[config.mk]
export PLATFORM = sky130hd
export DESIGN_NAME = silu_activation_unit
export DESIGN_NICKNAME = d
export VERILOG_FILES = /design/src/hw/rtl/silu_pkg.sv /design/src/hw/rtl/silu_activation_unit.sv
export VERILOG_INCLUDE_DIRS = /design/src /design/src/hw/rtl
export SDC_FILE = /design/constraint.sdc
export NUM_CORES = 2
export LEC_CHECK = 0
export ABC_AREA = 1
export BUFFER_PORTS_ARGS = -buffer_cell sky130_fd_sc_hd__buf_2
export CAP_MARGIN = 20
export CORE_MARGIN = 2
export CORE_UTILIZATION = 40
export DETAILED_ROUTE_END_ITERATION = 12
export GPL_TIMING_DRIVEN = 1
export HOLD_SLACK_MARGIN = 0.08
export PLACE_DENSITY = 0.52
export SYNTH_ARGS = -nofsm -noshare
export SYNTH_HDL_FRONTEND = slang
export SYNTH_SLANG_ARGS = --single-unit
[constraint.sdc]
create_clock -name clk -period 21.1 [get_ports clk]
set_input_delay 1.055 -clock clk [delete_from_list [all_inputs] [get_ports clk]]
set_output_delay 1.055 -clock clk [all_outputs]
set_load 0.02 [all_outputs]
[src/hw/rtl/silu_activation_unit_assert.svh]
// Assertion macros for the SiLU activation unit.
// Used by silu_activation_unit.sv; no other dependencies.
`ifndef SILU_ACTIVATION_UNIT_ASSERT_SVH
`define SILU_ACTIVATION_UNIT_ASSERT_SVH

// Checked only outside reset.
`define SILU_ASSERT(lbl, clk, rst, prop, msg) \
  lbl: assert property (@(posedge clk) disable iff (rst) prop) else $error(msg);

// Checked at every edge, reset included.
`define SILU_ASSERT_ALWAYS(lbl, clk, prop, msg) \
  lbl: assert property (@(posedge clk) prop) else $error(msg);

`endif

[src/hw/rtl/silu_pkg.sv]
// Constants shared by the SiLU activation unit: log2(e) and the 2^(k/16) table.
// No dependencies.
`timescale 1ns / 1ps

package silu_pkg;

  localparam int LOG2E_W  = 17;
  localparam logic [LOG2E_W-1:0] LOG2E_Q16 = 17'd94548;

  localparam int TAB_W    = 18;
  localparam int TAB_N    = 17;
  localparam int IDX_W    = 4;
  localparam int TIDX_W   = 5;
  localparam int F16_W    = 16;
  localparam int INTERP_W = 12;
  localparam int BASE_W   = 17;
  localparam int DELTA_W  = 13;
  localparam int RSH_W    = 5;

  // e is forced to zero at or below this exponent
  localparam int E_ZERO_N = -24;

  localparam logic [16:0] ONE_Q16  = 17'h10000;
  localparam logic [15:0] HALF_Q16 = 16'h8000;

  // 2^(k/16) in Q.16
  localparam logic [TAB_W-1:0] POW2_TAB [0:TAB_N-1] = '{
    18'd65536,  18'd68438,  18'd71468,  18'd74632,
    18'd77936,  18'd81386,  18'd84990,  18'd88752,
    18'd92682,  18'd96785,  18'd101070, 18'd105545,
    18'd110218, 18'd115097, 18'd120193, 18'd125515,
    18'd131072
  };

endpackage

[src/hw/rtl/silu_activation_unit.sv]
// Throughput: one transfer per cycle while the output is not stalled.
// Five front stages, then one quotient bit per stage, then the output register.
// A stall at the output freezes every stage; nothing is lost or repeated.
// Reset (rst, synchronous) clears all valid bits; data registers are not reset.
// Top level of the SiLU activation unit; depends on silu_pkg and the assert macro header.
`timescale 1ns / 1ps
`include "silu_activation_unit_assert.svh"

module silu_activation_unit
  import silu_pkg::*;
#(
  parameter int DATA_WIDTH = 16,
  parameter int FRAC_BITS  = 8
) (
  input  logic                                      clk,
  input  logic                                      rst,
  input  logic                                      s_axis_tvalid,
  output logic                                      s_axis_tready,
  input  logic [((DATA_WIDTH + 7) / 8) * 8 - 1:0]   s_axis_tdata,  // [DW-1:0] sample_in
  input  logic                                      s_axis_tlast,  // last_in
  output logic                                      m_axis_tvalid,
  input  logic                                      m_axis_tready,
  output logic [((DATA_WIDTH + 7) / 8) * 8 - 1:0]   m_axis_tdata,  // [DW-1:0] sample_out
  output logic                                      m_axis_tlast   // last_out
);

  localparam int TDW  = ((DATA_WIDTH + 7) / 8) * 8;
  localparam int SFR  = FRAC_BITS + 16;          // fraction bits of t
  localparam int TW   = DATA_WIDTH + LOG2E_W;    // x * log2(e), signed
  localparam int NRAW = DATA_WIDTH + 1 - FRAC_BITS;
  localparam int NBW  = ((NRAW > 2) ? NRAW : 2) + 7;
  localparam int TXW  = SFR + NBW;
  localparam int SHW  = $clog2(DATA_WIDTH);
  localparam int EW   = DATA_WIDTH + 16;
  localparam int NW   = DATA_WIDTH + 17;
  localparam int QW   = DATA_WIDTH;

  localparam logic [QW-1:0] POS_MAX = {1'b0, {(QW - 1){1'b1}}};
  localparam logic [QW-1:0] NEG_MAG = {1'b1, {(QW - 1){1'b0}}};

  logic en;
  assign en            = !m_axis_tvalid || m_axis_tready;
  assign s_axis_tready = en;

  // ---------------- stage 1: x * log2(e)
  logic                         s1_valid;
  logic signed [TW-1:0]         s1_prod;
  logic signed [DATA_WIDTH-1:0] s1_x;
  logic                         s1_last;
  logic signed [DATA_WIDTH-1:0] x_in;

  assign x_in = s_axis_tdata[DATA_WIDTH-1:0];

  always_ff @(posedge clk) begin
    if (en) begin
      s1_prod <= TW'(x_in) * $signed({1'b0, LOG2E_Q16});
      s1_x    <= x_in;
      s1_last <= s_axis_tlast;
    end
  end

  // ---------------- stage 2: split t = -x*log2(e), table lookup
  logic signed [TXW-1:0]        t_ext;
  logic [F16_W-1:0]             f16;
  logic [IDX_W-1:0]             tab_k;
  logic [TAB_W-1:0]             tab_lo;
  logic [TAB_W-1:0]             tab_hi;
  logic [TAB_W-1:0]             tab_diff;

  logic                         s2_valid;
  logic signed [NBW-1:0]        s2_n;
  logic [INTERP_W-1:0]          s2_r;
  logic [BASE_W-1:0]            s2_base;
  logic [DELTA_W-1:0]           s2_delta;
  logic signed [DATA_WIDTH-1:0] s2_x;
  logic                         s2_last;

  always_comb begin
    t_ext    = -(TXW'(s1_prod));
    f16      = t_ext[SFR-1:FRAC_BITS];
    tab_k    = f16[F16_W-1:INTERP_W];
    tab_lo   = POW2_TAB[TIDX_W'(tab_k)];
    tab_hi   = POW2_TAB[TIDX_W'(tab_k) + TIDX_W'(1)];
    tab_diff = tab_hi - tab_lo;
  end

  always_ff @(posedge clk) begin
    if (en) begin
      s2_n     <= t_ext[TXW-1:SFR];
      s2_r     <= f16[INTERP_W-1:0];
      s2_base  <= tab_lo[BASE_W-1:0];
      s2_delta <= tab_diff[DELTA_W-1:0];
      s2_x     <= s1_x;
      s2_last  <= s1_last;
    end
  end

  // ---------------- stage 3: interpolate 2^f, classify exponent
  logic [DELTA_W+INTERP_W-1:0]  interp;
  logic [NBW-1:0]               n_neg;

  logic                         s3_valid;
  logic [BASE_W-1:0]            s3_p;
  logic                         s3_zero;   // quotient rounds to zero
  logic                         s3_ezero;  // e underflows to zero
  logic                         s3_left;
  logic [SHW-1:0]               s3_lsh;
  logic [RSH_W-1:0]             s3_rsh;
  logic signed [DATA_WIDTH-1:0] s3_x;
  logic                         s3_last;

  always_comb begin
    interp = DELTA_W'(s2_delta) * (DELTA_W + INTERP_W)'(s2_r);
    n_neg  = -s2_n;
  end

  always_ff @(posedge clk) begin
    if (en) begin
      s3_p     <= s2_base + BASE_W'(interp >> INTERP_W);
      s3_zero  <= (s2_n >= NBW'(DATA_WIDTH));
      s3_ezero <= (s2_n <= NBW'(E_ZERO_N));
      s3_left  <= !s2_n[NBW-1];
      s3_lsh   <= s2_n[SHW-1:0];
      s3_rsh   <= n_neg[RSH_W-1:0];
      s3_x     <= s2_x;
      s3_last  <= s2_last;
    end
  end

  // ---------------- stage 4: e = 2^n * 2^f, |x|
  logic [EW-1:0]                e_val;

  logic                         s4_valid;
  logic [EW-1:0]                s4_e;
  logic [DATA_WIDTH-1:0]        s4_abs;
  logic                         s4_neg;
  logic                         s4_zero;
  logic                         s4_last;

  always_comb begin
    priority if (s3_zero || s3_ezero) begin
      e_val = '0;
    end else if (s3_left) begin
      e_val = EW'(s3_p) << s3_lsh;
    end else begin
      e_val = EW'(s3_p >> s3_rsh);
    end
  end

  always_ff @(posedge clk) begin
    if (en) begin
      s4_e    <= e_val;
      s4_abs  <= s3_x[DATA_WIDTH-1] ? DATA_WIDTH'(-s3_x) : DATA_WIDTH'(s3_x);
      s4_neg  <= s3_x[DATA_WIDTH-1];
      s4_zero <= s3_zero;
      s4_last <= s3_last;
    end
  end

  // ---------------- divider: stage 0 loads d and the rounded dividend
  logic [NW-1:0] dv_rem   [0:QW];
  logic [NW-1:0] dv_den   [0:QW];
  logic [QW-1:0] dv_q     [0:QW];
  logic          dv_neg   [0:QW];
  logic          dv_last  [0:QW];
  logic          dv_valid [0:QW];

  always_ff @(posedge clk) begin
    if (en) begin
      dv_den[0]  <= NW'(ONE_Q16) + NW'(s4_e);
      // (|x| << 16) + d/2, with d/2 = 2^15 + e/2
      dv_rem[0]  <= s4_zero ? '0 :
                    NW'({s4_abs, 16'h0000}) + NW'(s4_e >> 1) + NW'(HALF_Q16);
      dv_q[0]    <= '0;
      dv_neg[0]  <= s4_neg;
      dv_last[0] <= s4_last;
    end
  end

  // one quotient bit per stage, MSB first
  for (genvar j = 1; j <= QW; j++) begin : g_div
    localparam int B = QW - j;

    always_ff @(posedge clk) begin
      if (en) begin
        dv_den[j]  <= dv_den[j-1];
        dv_neg[j]  <= dv_neg[j-1];
        dv_last[j] <= dv_last[j-1];
        if ((dv_rem[j-1] >> B) >= dv_den[j-1]) begin
          dv_rem[j]  <= dv_rem[j-1] - (dv_den[j-1] << B);
          dv_q[j]    <= dv_q[j-1] | (QW'(1) << B);
        end else begin
          dv_rem[j]  <= dv_rem[j-1];
          dv_q[j]    <= dv_q[j-1];
        end
      end
    end

    always_ff @(posedge clk) begin
      if (rst) begin
        dv_valid[j] <= 1'b0;
      end else if (en) begin
        dv_valid[j] <= dv_valid[j-1];
      end
    end
  end

  // ---------------- output register: sign and saturation
  logic [QW-1:0] q_fin;
  logic [QW-1:0] y_val;

  always_comb begin
    q_fin = dv_q[QW];
    priority if (dv_neg[QW]) begin
      y_val = (q_fin > NEG_MAG) ? NEG_MAG : -q_fin;
    end else if (q_fin > POS_MAX) begin
      y_val = POS_MAX;
    end else begin
      y_val = q_fin;
    end
  end

  always_ff @(posedge clk) begin
    if (en) begin
      m_axis_tdata <= TDW'(y_val);
      m_axis_tlast <= dv_last[QW];
    end
  end

  // ---------------- valid chain of the front stages and the output register
  always_ff @(posedge clk) begin
    if (rst) begin
      s1_valid      <= 1'b0;
      s2_valid      <= 1'b0;
      s3_valid      <= 1'b0;
      s4_valid      <= 1'b0;
      dv_valid[0]   <= 1'b0;
      m_axis_tvalid <= 1'b0;
    end else if (en) begin
      s1_valid      <= s_axis_tvalid;
      s2_valid      <= s1_valid;
      s3_valid      <= s2_valid;
      s4_valid      <= s3_valid;
      dv_valid[0]   <= s4_valid;
      m_axis_tvalid <= dv_valid[QW];
    end
  end

  // ---------------- assertions
  `SILU_ASSERT_ALWAYS(a_rst_clears_out, clk, rst |=> !m_axis_tvalid, "output valid after reset")

  `SILU_ASSERT(a_in_enters, clk, rst, s_axis_tvalid && s_axis_tready |=> s1_valid, "accepted transfer lost at stage 1")

  `SILU_ASSERT(a_div_rem, clk, rst, dv_valid[QW] |-> (dv_rem[QW] < dv_den[QW]), "final remainder not below divisor")

  `SILU_ASSERT(a_pos_sign, clk, rst, dv_valid[QW] && !dv_neg[QW] && en |=> !m_axis_tdata[DATA_WIDTH-1], "negative result for non-negative input")

endmodule
==> flow_summary.yaml <==
outcome:
  status: "complete, no violations"
sta:
  holdWs_ps: 404
  setup_viol: 0
  worst_slew_pin_slew_ps: 1090
  clock_skew_ps: 53.5
  slew_headroom_pct: 27.3
  post-route-period-util_pct: 33.5
  fin_tns_setup_ps: 0
  fmax_mhz: 142
  fin_crit_ps: 7070
  timing_hold_violations_final: 0
  setup_slack_ps: 14030
  grt_setup_unrepaired: "no"
  drv_slew: 0
routing:
  vias: 62700
  vias_per_cell: 5.10
  drt_iter0_drc: 4505
  final_antenna_net_count: 0
  drc: 0
  wl_per_cell_microns: 20.8
  first_pass_iters: 5
  wl_microns: 255000
hold_path:
  holdPathStages: 0
  hold_class: "flip-flop to flip-flop"
yosys:
  synth_top_area_share_pct: 50.0
  ys.warnings.count: 0
  async_flop_share_pct: 0
  yosys.area.top_type: "edfxtp_1"
  synth.avg_cell_area_sq_um: 9.76
  syn_area_sq_mm: 0.0887
  yosys_most_used_dff: "edfxtp_1"
  ys_seq_elements: 1481
  synthCells: 9087
  synth-seq-area-share_pct: 50.1
  synth_edf_count: 1476
  netlist-cell-type-count: 74
  synthTopCellsByArea: "edfxtp_1, ha_1, nand2_1"
  synth_nets: 9951
clock_tree:
  worst_skew_pair.late_latency_ps: 830
  cts_buffers: 170
  cts-hold-fix-buffers: 0
  cts_tree: "yes"
  post_cts.repair.setup_buffers: 0
  ctsResizeCount: 0
  clkSinkCount: 1481
  cts_max_path_buffers: 3
  htreeDepth: 4
  ctsRootBufferMaster: "clkbuf_16"
  clk_transition_reported_paths_ps: 60
die:
  core_sq_mm: 0.220
  dieArea_sq_mm: 0.226
  placement_rows: 172
  fp.dieH_microns: 475
  initial_core_util_pct: 40.3
  io_pins: 40
  fp.dieW_microns: 475
setup_path:
  crit_arrival_ps: 7610
  crit_buf_inv: 5
  critPathKind: "flip-flop to flip-flop"
  timing.critical_path.mode_cell: "nand2_1"
  r2r_cells: 27
  setup.worst_path.start_class: "flip-flop"
  cp_top_family: "adder cells"
  cp.required_ps: 21650
  cp_num_cells: 27
  worst_setup_path_end_kind: "flip-flop"
  max_stage_delay_ps: 630
  cp_slowest_cell: "edfxtp_1"
  crit_fanout: 12
global_route:
  grt_overflow_total: 0
  antenna_found_initial: 7
  grt_util_all_layers_pct: 22.7
  grt_max_degree: 183
  grt_pass1_vias: 64000
  grt_first_pass_wirelength_microns: 389000
cells_and_area:
  final_net_count: 10100
  drive_above_1_share_pct: 5.28
  syn_to_final_growth_pct: 10.7
  fillers: 21200
placement:
  io_buffers: 39
  gp_congestion: 0.913
  dp_hpwl_microns: 202000
  post-place-ws_ps: 14050
job:
  cap_violations: 0
==> Yosys cell counts, drive strengths merged (2+ instances only) <==
cell type and number:
xnor2 185, xor2 271, fa 211, a22oi 3
mux2i 4, buf 78, o21a 21, a21oi 619
o221a 3, o311ai 3, nand3 432, a21boi 21
o211ai 33, o21ai 493, dfxtp 5, o22ai 17
o221ai 5, nor2 669, a31oi 41, a41oi 4
a211oi 20, clkbuf 69, and2 8, edfxtp 1476
nor4b 4, nor3b 6, inv 1457, nand2 1875
or2 12, nand3b 16, nor4 53, a221oi 4
a21o 69, nand4 72, o211a 2, clkinv 2
ha 632, nor3 126, o31ai 6, o2111ai 12
o21bai 40
==> layer usage <==
layer	share of wire, %	track usage [%]
met1	42	28.1
met4	4.0	8.61
met2	50	40.3
met3	3.5	2.79
met5	0	0
==> state kept, by name, summed over array words and instances (netlist names), 29 cells and up <==
name and count:
dv_den 528, dv_q 136, s4_e 32, s1_prod 29
dv_rem 528
==> worst paths after layout <==
kind                    start       end  slack (ps)
setup / recovery  s2_delta[4]  s3_p[13]       14030
hold / removal        s2_last   s3_last         400
setup reg to reg  s2_delta[4]  s3_p[13]       14030
hold reg to reg       s2_last   s3_last         400
==> cell families after synthesis <==
kind of cell	Yosys count	synth area share [%]
and+or+nand+nor	3274	15.5
buffers and inverters	1606	7.07
DFF	1481	50.1
AOI/OAI and AO/OA	1422	9.14
adders and majority gates	843	13.7
xor gates and xnor gates	456	4.50
muxes	5	0.0578
==> stage by stage <==
step	area, sq um	util (%)	cells
3_3_place_gp	92200	41.9	12000
6_report	98200	44.6	12300
4_1_cts	98200	44.6	12300
3_5_place_dp	92200	41.9	12000
5_1_grt	98200	44.6	12300
2_1_floorplan	88700	-	9087
==> worst reg2reg max path, stage by stage (launching register included) <==
cell      delay [ps]
edfxtp_1         630
nand2_1          170
inv_1             70
fa_1             530
inv_1             60
fa_1             510
fa_1             550
inv_1             60
fa_1             560
inv_1             60
fa_1             530
inv_1             40
ha_1             340
a21oi_1          350
o21ai_0          140
a21oi_1          130
nand2_1          150
xor2_1           180
ha_1             360
nand2_1           70
nand2_1           50
a31oi_1           60
o21ai_0          390
a21boi_0         220
o21ai_0          340
nand2_1          130
nand3_1           90
nand2_1           60
==> area by class of cell <==
type                    instances  area (sq um)  share of cell area [%]
well taps                    2958          3700                    3.77
inverters                    1459          5490                    5.59
flip-flops and latches       1481         44400                    45.3
repair buffers                 85           586                   0.596
clock inverters               110          1570                    1.60
multi-input cells            6000         38000                    38.7
clock buffers                 201          4370                    4.45
diodes                          3          7.51                 0.00765
==> cells in the final DEF (no fill, tap or decap), types with 11 or more instances in the layout <==
| cell | n |
|---|---|
| a211oi_1 | 20 |
| a21boi_0 | 17 |
| a21o_1 | 69 |
| a21oi_1 | 609 |
| a31oi_1 | 41 |
| buf_2 | 39 |
| buf_4 | 42 |
| bufinv_16 | 28 |
| clkbuf_1 | 31 |
| clkbuf_16 | 170 |
| clkinv_1 | 27 |
| clkinv_2 | 17 |
| clkinvlp_4 | 11 |
| edfxtp_1 | 1476 |
| fa_1 | 211 |
| ha_1 | 632 |
| inv_1 | 1441 |
| inv_2 | 14 |
| nand2_1 | 1842 |
| nand2_2 | 28 |
| nand3_1 | 427 |
| nand3b_1 | 15 |
| nand4_1 | 72 |
| nor2_1 | 655 |
| nor3_1 | 120 |
| nor4_1 | 47 |
| o2111ai_1 | 11 |
| o211ai_1 | 27 |
| o21a_1 | 21 |
| o21ai_0 | 396 |
| o21ai_1 | 64 |
| o21ai_2 | 32 |
| o21bai_1 | 38 |
| o22ai_1 | 17 |
| or2_2 | 12 |
| xnor2_1 | 185 |
| xor2_1 | 271 |
Power is left out: the tool's default activity adds up to more than one toggle a clock period on the data nets, which glitch-free logic cannot reach.
